### config.mk
export PLATFORM = sky130hd
export DESIGN_NAME = sorted_position_table
export DESIGN_NICKNAME = d
export VERILOG_FILES = /design/src/hdl/spt_pkg.sv /design/src/hdl/sorted_position_table.sv /design/src/hdl/spt_cell.sv
export SDC_FILE = /design/constraint.sdc
export NUM_CORES = 2
export LEC_CHECK = 0
export BUFFER_PORTS_ARGS = -buffer_cell sky130_fd_sc_hd__buf_2
export CELL_PAD_IN_SITES_DETAIL_PLACEMENT = 0
export CELL_PAD_IN_SITES_GLOBAL_PLACEMENT = 2
export CORE_MARGIN = 2
export CORE_UTILIZATION = 48
export CTS_BUF_LIST = sky130_fd_sc_hd__clkbuf_8
export DETAILED_ROUTE_END_ITERATION = 8
export MAX_ROUTING_LAYER = met4
export PLACE_DENSITY = 0.87
export SKIP_CTS_REPAIR_TIMING = 1
export SYNTH_ARGS = -nofsm -noshare
export SYNTH_HDL_FRONTEND = slang
export SYNTH_SLANG_ARGS = --single-unit
### constraint.sdc
create_clock -name i_clk -period 13.4 [get_ports i_clk]
set_input_delay 2.68 -clock i_clk [delete_from_list [all_inputs] [get_ports i_clk]]
set_output_delay 2.68 -clock i_clk [all_outputs]
set_load 0.05 [all_outputs]
### src/hdl/spt_pkg.sv
package spt_pkg;

    // Defaults for the top-level parameters
    localparam int DEPTH_DEF    = 16;
    localparam int ID_BITS_DEF  = 16;
    localparam int POS_BITS_DEF = 16;

    // Fixed port widths
    localparam int OPCODE_W = 2;
    localparam int IN_ID_W  = 16;
    localparam int IN_POS_W = 16;
    localparam int STATUS_W = 3;
    localparam int COUNT_W  = 5;

    typedef enum logic [OPCODE_W-1:0] {
        OP_INSERT = 2'd0,
        OP_REMOVE = 2'd1,
        OP_QUERY  = 2'd2,
        OP_NONE   = 2'd3
    } t_opcode;

    typedef enum logic [STATUS_W-1:0] {
        ST_OK          = 3'd0,
        ST_POS_EMPTY   = 3'd1,
        ST_TABLE_EMPTY = 3'd2,
        ST_FULL        = 3'd3,
        ST_ABSENT      = 3'd4
    } t_status;

    // Per-transaction control broadcast to every cell
    typedef struct packed {
        logic ins_en;   // insert in progress, table not full
        logic rem_en;   // remove in progress, identifier present
    } t_cell_ctl;

endpackage

### src/hdl/sorted_position_table.sv
// sorted_position_table
//
// Holds up to DEPTH cars (identifier, lane position) in ascending position
// order, one entry per cell of a linear cell chain.
//
// Command channel: a transaction is taken at a rising edge with start high and
// busy low. busy is always low: every command finishes in the cycle it is
// taken, so one command can be issued every clock.
//   insert : entry goes in front of the first stored car at or beyond its
//            position; cells past the insert point take their left neighbor.
//   remove : first entry with the identifier is dropped; cells from the hit
//            onward take their right neighbor.
//   query  : reports whether any stored car sits at the position.
// Result channel: o_done pulses for one cycle, the cycle after the command,
// with o_status and o_entry_count (count after the command). Throughput is
// one command per cycle; the compare path set by the cell chain (identifier
// match ripples cell to cell) is the critical path.
// The receiver cannot stall: a result is present for exactly one cycle.
// Reset clears the entry count and the result strobe; cell contents are not
// cleared, entries at or above the count are never observed.
module sorted_position_table #(
    parameter int DEPTH    = spt_pkg::DEPTH_DEF,
    parameter int ID_BITS  = spt_pkg::ID_BITS_DEF,
    parameter int POS_BITS = spt_pkg::POS_BITS_DEF
) (
    input  logic                          i_clk,
    input  logic                          i_rst_n,
    input  logic                          start,
    output logic                          busy,
    input  logic [spt_pkg::OPCODE_W-1:0]  i_opcode,
    input  logic [spt_pkg::IN_ID_W-1:0]   i_car_id,
    input  logic [spt_pkg::IN_POS_W-1:0]  i_lane_position,
    output logic                          o_done,
    output logic [spt_pkg::STATUS_W-1:0]  o_status,
    output logic [spt_pkg::COUNT_W-1:0]   o_entry_count
);

    localparam int CNT_W = $clog2(DEPTH + 1);

    logic                 accept;
    spt_pkg::t_opcode     op;
    logic [ID_BITS+spt_pkg::IN_ID_W-1:0]   id_ext;
    logic [POS_BITS+spt_pkg::IN_POS_W-1:0] pos_ext;
    logic [ID_BITS-1:0]   cmd_id;
    logic [POS_BITS-1:0]  cmd_pos;

    logic [CNT_W-1:0]     r_count;
    logic [CNT_W-1:0]     n_count;
    logic                 r_done;
    spt_pkg::t_status     r_status;
    spt_pkg::t_status     n_status;
    logic [CNT_W+spt_pkg::COUNT_W-1:0] count_ext;

    logic                 full;
    logic                 empty;
    spt_pkg::t_cell_ctl   ctl;

    // Chain wiring
    logic [ID_BITS-1:0]   cell_id  [DEPTH];
    logic [POS_BITS-1:0]  cell_pos [DEPTH];
    logic [DEPTH-1:0]     cell_valid;
    logic [DEPTH-1:0]     cell_ge;
    logic [DEPTH-1:0]     cell_hit;
    logic [DEPTH-1:0]     cell_pos_hit;

    assign busy   = 1'b0;
    assign accept = start && !busy;
    assign op     = spt_pkg::t_opcode'(i_opcode);

    // Keep only the low ID_BITS / POS_BITS of the command fields
    assign id_ext  = {{ID_BITS{1'b0}}, i_car_id};
    assign pos_ext = {{POS_BITS{1'b0}}, i_lane_position};
    assign cmd_id  = id_ext[ID_BITS-1:0];
    assign cmd_pos = pos_ext[POS_BITS-1:0];

    assign full  = (r_count == CNT_W'(DEPTH));
    assign empty = (r_count == '0);

    assign ctl.ins_en = accept && (op == spt_pkg::OP_INSERT) && !full;
    // Last cell's hit output says the identifier is somewhere in the table
    assign ctl.rem_en = accept && (op == spt_pkg::OP_REMOVE) && cell_hit[DEPTH-1];

    genvar g;
    generate
        for (g = 0; g < DEPTH; g++) begin : g_cell
            logic [ID_BITS-1:0]  left_id;
            logic [POS_BITS-1:0] left_pos;
            logic                left_ge;
            logic [ID_BITS-1:0]  right_id;
            logic [POS_BITS-1:0] right_pos;
            logic                hit_in;

            assign cell_valid[g] = (r_count > CNT_W'(g));

            if (g == 0) begin : g_head
                assign left_id  = cell_id[g];
                assign left_pos = cell_pos[g];
                assign left_ge  = 1'b0;
                assign hit_in   = 1'b0;
            end else begin : g_body
                assign left_id  = cell_id[g-1];
                assign left_pos = cell_pos[g-1];
                assign left_ge  = cell_ge[g-1];
                assign hit_in   = cell_hit[g-1];
            end

            if (g == DEPTH - 1) begin : g_tail
                assign right_id  = cell_id[g];
                assign right_pos = cell_pos[g];
            end else begin : g_mid
                assign right_id  = cell_id[g+1];
                assign right_pos = cell_pos[g+1];
            end

            spt_cell #(
                .ID_BITS  (ID_BITS),
                .POS_BITS (POS_BITS)
            ) u_cell (
                .i_clk       (i_clk),
                .i_ctl       (ctl),
                .i_valid     (cell_valid[g]),
                .i_new_id    (cmd_id),
                .i_new_pos   (cmd_pos),
                .i_left_id   (left_id),
                .i_left_pos  (left_pos),
                .i_left_ge   (left_ge),
                .i_right_id  (right_id),
                .i_right_pos (right_pos),
                .i_hit_in    (hit_in),
                .o_id        (cell_id[g]),
                .o_pos       (cell_pos[g]),
                .o_ge        (cell_ge[g]),
                .o_hit_out   (cell_hit[g]),
                .o_pos_hit   (cell_pos_hit[g])
            );
        end
    endgenerate

    // Status and next count
    always_comb begin
        n_count  = r_count;
        n_status = spt_pkg::ST_OK;
        case (op)
            spt_pkg::OP_INSERT: begin
                if (full) begin
                    n_status = spt_pkg::ST_FULL;
                end else begin
                    n_count = r_count + CNT_W'(1);
                end
            end
            spt_pkg::OP_REMOVE: begin
                if (cell_hit[DEPTH-1]) begin
                    n_count = r_count - CNT_W'(1);
                end else begin
                    n_status = spt_pkg::ST_ABSENT;
                end
            end
            spt_pkg::OP_QUERY: begin
                if (empty) begin
                    n_status = spt_pkg::ST_TABLE_EMPTY;
                end else if (!(|cell_pos_hit)) begin
                    n_status = spt_pkg::ST_POS_EMPTY;
                end
            end
            default: begin
                n_status = spt_pkg::ST_OK;
            end
        endcase
    end

    always_ff @(posedge i_clk) begin
        if (!i_rst_n) begin
            r_count <= '0;
            r_done  <= 1'b0;
        end else begin
            r_done <= accept;
            if (accept) begin
                r_count <= n_count;
            end
        end
        if (accept) begin
            r_status <= n_status;
        end
    end

    // Count reported masked to the result field width
    assign count_ext     = {{spt_pkg::COUNT_W{1'b0}}, r_count};
    assign o_done        = r_done;
    assign o_status      = r_status;
    assign o_entry_count = count_ext[spt_pkg::COUNT_W-1:0];

    // Count never exceeds the number of cells
    a_count_range: assert property (@(posedge i_clk) disable iff (!i_rst_n)
        r_count <= CNT_W'(DEPTH))
        else $error("entry count beyond depth");

    // A successful insert grows the table by exactly one
    a_insert_count: assert property (@(posedge i_clk) disable iff (!i_rst_n)
        ctl.ins_en |=> (r_count == $past(r_count) + CNT_W'(1)))
        else $error("insert did not grow the table");

    // Remove of an absent identifier leaves the count alone and flags it
    a_absent: assert property (@(posedge i_clk) disable iff (!i_rst_n)
        (accept && (op == spt_pkg::OP_REMOVE) && !cell_hit[DEPTH-1])
        |=> ($stable(r_count) && (r_status == spt_pkg::ST_ABSENT)))
        else $error("absent remove changed the table");

    // The first two valid cells stay in ascending position order
    a_sorted: assert property (@(posedge i_clk) disable iff (!i_rst_n)
        (r_count > CNT_W'(1)) |-> (cell_pos[1] >= cell_pos[0]))
        else $error("head cells out of order");

endmodule

### src/hdl/spt_cell.sv
module spt_cell #(
    parameter int ID_BITS  = spt_pkg::ID_BITS_DEF,
    parameter int POS_BITS = spt_pkg::POS_BITS_DEF
) (
    input  logic                i_clk,
    input  spt_pkg::t_cell_ctl  i_ctl,
    input  logic                i_valid,
    input  logic [ID_BITS-1:0]  i_new_id,
    input  logic [POS_BITS-1:0] i_new_pos,
    input  logic [ID_BITS-1:0]  i_left_id,
    input  logic [POS_BITS-1:0] i_left_pos,
    input  logic                i_left_ge,
    input  logic [ID_BITS-1:0]  i_right_id,
    input  logic [POS_BITS-1:0] i_right_pos,
    input  logic                i_hit_in,
    output logic [ID_BITS-1:0]  o_id,
    output logic [POS_BITS-1:0] o_pos,
    output logic                o_ge,
    output logic                o_hit_out,
    output logic                o_pos_hit
);

    logic [ID_BITS-1:0]  r_id;
    logic [POS_BITS-1:0] r_pos;
    logic [ID_BITS-1:0]  n_id;
    logic [POS_BITS-1:0] n_pos;

    // Insert point: empty slot or stored position not below the new one
    assign o_ge      = !i_valid || (r_pos >= i_new_pos);
    // First identifier match and everything after it shifts left
    assign o_hit_out = i_hit_in || (i_valid && (r_id == i_new_id));
    assign o_pos_hit = i_valid && (r_pos == i_new_pos);
    assign o_id      = r_id;
    assign o_pos     = r_pos;

    always_comb begin
        n_id  = r_id;
        n_pos = r_pos;
        if (i_ctl.ins_en) begin
            if (i_left_ge) begin
                n_id  = i_left_id;
                n_pos = i_left_pos;
            end else if (o_ge) begin
                n_id  = i_new_id;
                n_pos = i_new_pos;
            end
        end else if (i_ctl.rem_en && o_hit_out) begin
            n_id  = i_right_id;
            n_pos = i_right_pos;
        end
    end

    always_ff @(posedge i_clk) begin
        r_id  <= n_id;
        r_pos <= n_pos;
    end

endmodule
==> flow_summary.json <==
{
  "synthTopCellsByArea": "edfxtp_1 (44%), mux2i_1 (13%), ha_1 (9.3%)",
  "numCtsBuffers": 97,
  "synth_top_family_by_area": "multiplexers",
  "io_pins": 47,
  "critical_path.most_common_cell": "a21o_1",
  "ys_seq_area_share_pct": 44.4,
  "synth_ff_type": "edfxtp_1",
  "fp.dieW_um": 274,
  "yosys.area.top_type": "edfxtp_1",
  "stdcell_count": 4361,
  "critPathKind": "in -> reg",
  "syn_to_final_growth_pct": 7.86,
  "antenna_found_initial": 6,
  "first_pass_iters": 5,
  "whs_ns": 0.559,
  "overflow": 0,
  "gp_congestion": 0.900,
  "start_util_pct": 48.3,
  "synthCells": 3381,
  "clkPwrFrac_pct": 37.1,
  "setup_ws_ns": 7.29,
  "synth_edf_count": 515,
  "synthDistinctLibCells": 61,
  "drive_above_1_share_pct": 8.60,
  "fin_crit_ns": 6.11,
  "avgSynthCellArea_um2": 10.4,
  "wl_um": 102000,
  "path_cells": "buf_2 > inv_1 > buf_4 > ha_1 > a21o_1 > a21o_1 > a21oi_1 > o211ai_1 > a21oi_4 > a21o_1 > nand2_1 > buf_4",
  "dpl_cell_area_mm2": 0.0361,
  "peakVddDrop_mv": 0.0667,
  "port_buffers": 45,
  "max_freq_mhz": 164,
  "core_mm2": 0.0727,
  "cts_buffer_depth": 3,
  "synth-async-reset-ratio_pct": 0,
  "setup_tns_ns": 0,
  "cts_root_buffer": "clkbuf_8",
  "p_leak_nw": 14.5,
  "skew_ns": 0.0368,
  "synthSimpleGateAreaFrac_pct": 10.7,
  "grtUsageMet2_pct": 43.5,
  "fin_util_pct": 52.1,
  "route.detailed.drc": 0,
  "grt_usage_pct": 27.7,
  "synthMuxAreaShare_pct": 14.3,
  "syn_area_mm2": 0.0351,
  "total_power_mw": 3.84,
  "grt_pass1_wl_um": 157000,
  "nNetsFinal": 3624,
  "syn_nets": 3680,
  "ys_warn_count": 0,
  "worst_pin_slew_ns": 1.27,
  "p_seq_share_pct": 49.6,
  "critPathTopFamily": "compound AO/OA/AOI/OAI gates",
  "synth-compound-area-share_pct": 11.2,
  "clkSinkCount": 521,
  "p_comb_share_pct": 13.3,
  "wl_per_cell_um": 23.3,
  "crit_arrival_ns": 6.53,
  "fin_crit_sh_pct": 45.6,
  "dp_worst_setup_slack_ns": 6.61,
  "switching_share_pct": 28.6,
  "critPathCaptureType": "register",
  "rsz0062_at_grt": "no",
  "power_density_mw_per_mm2": 101,
  "placed_cells": 4185,
  "synthAdderAreaFrac_pct": 9.34,
  "finalHoldViolations": 0,
  "design.die.area_mm2": 0.0753,
  "crit_fanout": 19,
  "internal_power_mw": 2.74,
  "synth_seq_cells": 521,
  "grt_max_degree": 291,
  "insertion_delay_ns": 0.73,
  "cts_tree": "done",
  "max_slew_margin_pct": 15.2,
  "p_sw_mw": 1.10,
  "crit_required_ns": 13.82,
  "cpMaxStageDelayCell": "a21oi_4",
  "grt_pass1_vias": 26495,
  "max_stage_delay_ns": 0.75,
  "dp_hpwl_um": 71600,
  "row_count": 99,
  "fin_area_mm2": 0.0379,
  "hold_class": "reg -> reg",
  "netlist.area_leader.share_pct": 44.1,
  "ant_nets": 0,
  "viasPerCell": 5.97,
  "slew_viol_final": 0,
  "synthXorXnorAreaFrac_pct": 6.41,
  "vias": 26014,
  "final_common_cell": "nand2_1",
  "cp_num_buf_inv": 4,
  "grt_util_met3_pct": 4.51,
  "clkTransAtPathRegs_ns": 0.06,
  "h-tree-depth": 3,
  "cap_violations": 0,
  "status": "complete, no violations",
  "drt-initial-drc-count": 2040,
  "grt_busiest_layer": "met2",
  "use_met1_pct": 36.9,
  "die_y_um": 274,
  "setup_viol": 0,
  "cp-start-kind": "input port",
  "final_cell_mix": "nand2_1 (520), o21ai_0 (515), edfxtp_1 (515)"
}
[power by group through the flow]
stage | sequential (mW) | clock (mW) | combinational [mW]
floorplan | 1.92 | 0 | 0.361
global placement | 1.94 | 0 | 0.493
detailed placement | 1.94 | 0 | 0.506
CTS | 1.90 | 1.46 | 0.509
global route | 1.91 | 1.53 | 0.566
finish | 1.90 | 1.43 | 0.510
[logic make-up after synthesis]
logic type	after synthesis
AO/OA/AOI/OAI	719
other	1
XOR/XNOR	257
adder cells (fa/ha/maj)	262
flip-flops	521
AND/OR/NAND/NOR	835
multiplexers	497
buffers and inverters	289
[registers in the layout, indices dropped and copies added (netlist names)]
register             count
g_cell.u_cell.o_id     256
g_cell.u_cell.o_pos    256
o_done                   1
o_entry_count            5
o_status                 3
[synthesized netlist by cell type (5+ instances only)]
cell / number
nor2b_1: 36
o21ai_0: 515
a21o_1: 45
clkbuf_1: 147
dfxtp_1: 6
nand2b_1: 15
a31oi_1: 6
mux2_2: 48
buf_2: 80
mux2i_1: 449
xnor2_1: 134
o22ai_1: 9
nand2_1: 520
o211ai_1: 6
buf_4: 20
nor3_1: 45
nand3b_1: 6
xor2_1: 123
a211oi_1: 7
inv_1: 40
and2_1: 5
o21a_1: 20
ha_1: 262
nor2_1: 53
nand4_1: 87
a21oi_1: 74
edfxtp_1: 515
nor4_1: 30
nand3_1: 19
o21ai_1: 6
o2111ai_1: 8
[routing by layer]
layer,vias to the layer above,wire length [um]
li1,12296,-
met1,12873,46100
met2,668,47600
met3,177,5230
met4,0,2650
met5,-,0
[area by class of cell]
type | count | area (um2)
Clock inverter | 72 | 334
Tap cell | 959 | 1200
Fill cell | 6602 | 34900
Clock buffer | 99 | 1360
Timing Repair Buffer | 94 | 631
Antenna cell | 5 | 12.5
Multi-Input combinational cell | 2571 | 18600
Sequential cell | 521 | 15600
Inverter | 40 | 150
[path summary, 6_finish.rpt]
path	start	slack (ns)	end	cells past startpoint
setup reg to reg	o_entry_count[0]	8.65	g_cell[0].u_cell.o_pos[10]	9
setup / recovery	i_lane_position[9]	7.29	g_cell[13].u_cell.o_pos[12]	12
hold / removal	g_cell[15].u_cell.o_pos[0]	0.56	g_cell[14].u_cell.o_pos[0]	2
hold reg to reg	g_cell[15].u_cell.o_pos[0]	0.56	g_cell[14].u_cell.o_pos[0]	2
[worst register-to-register path, stage by stage (launching register included)]
cell and delay [ns]:
dfxtp_1 0.59, ha_1 0.21, o21ba_2 0.18, a21boi_0 0.90
nor4_1 0.21, a311oi_1 0.47, nand2_2 0.21, or2_1 0.35
o21ai_4 0.64, o22ai_4 0.55
No activity file was read; power rests on OpenSTA's default activity.
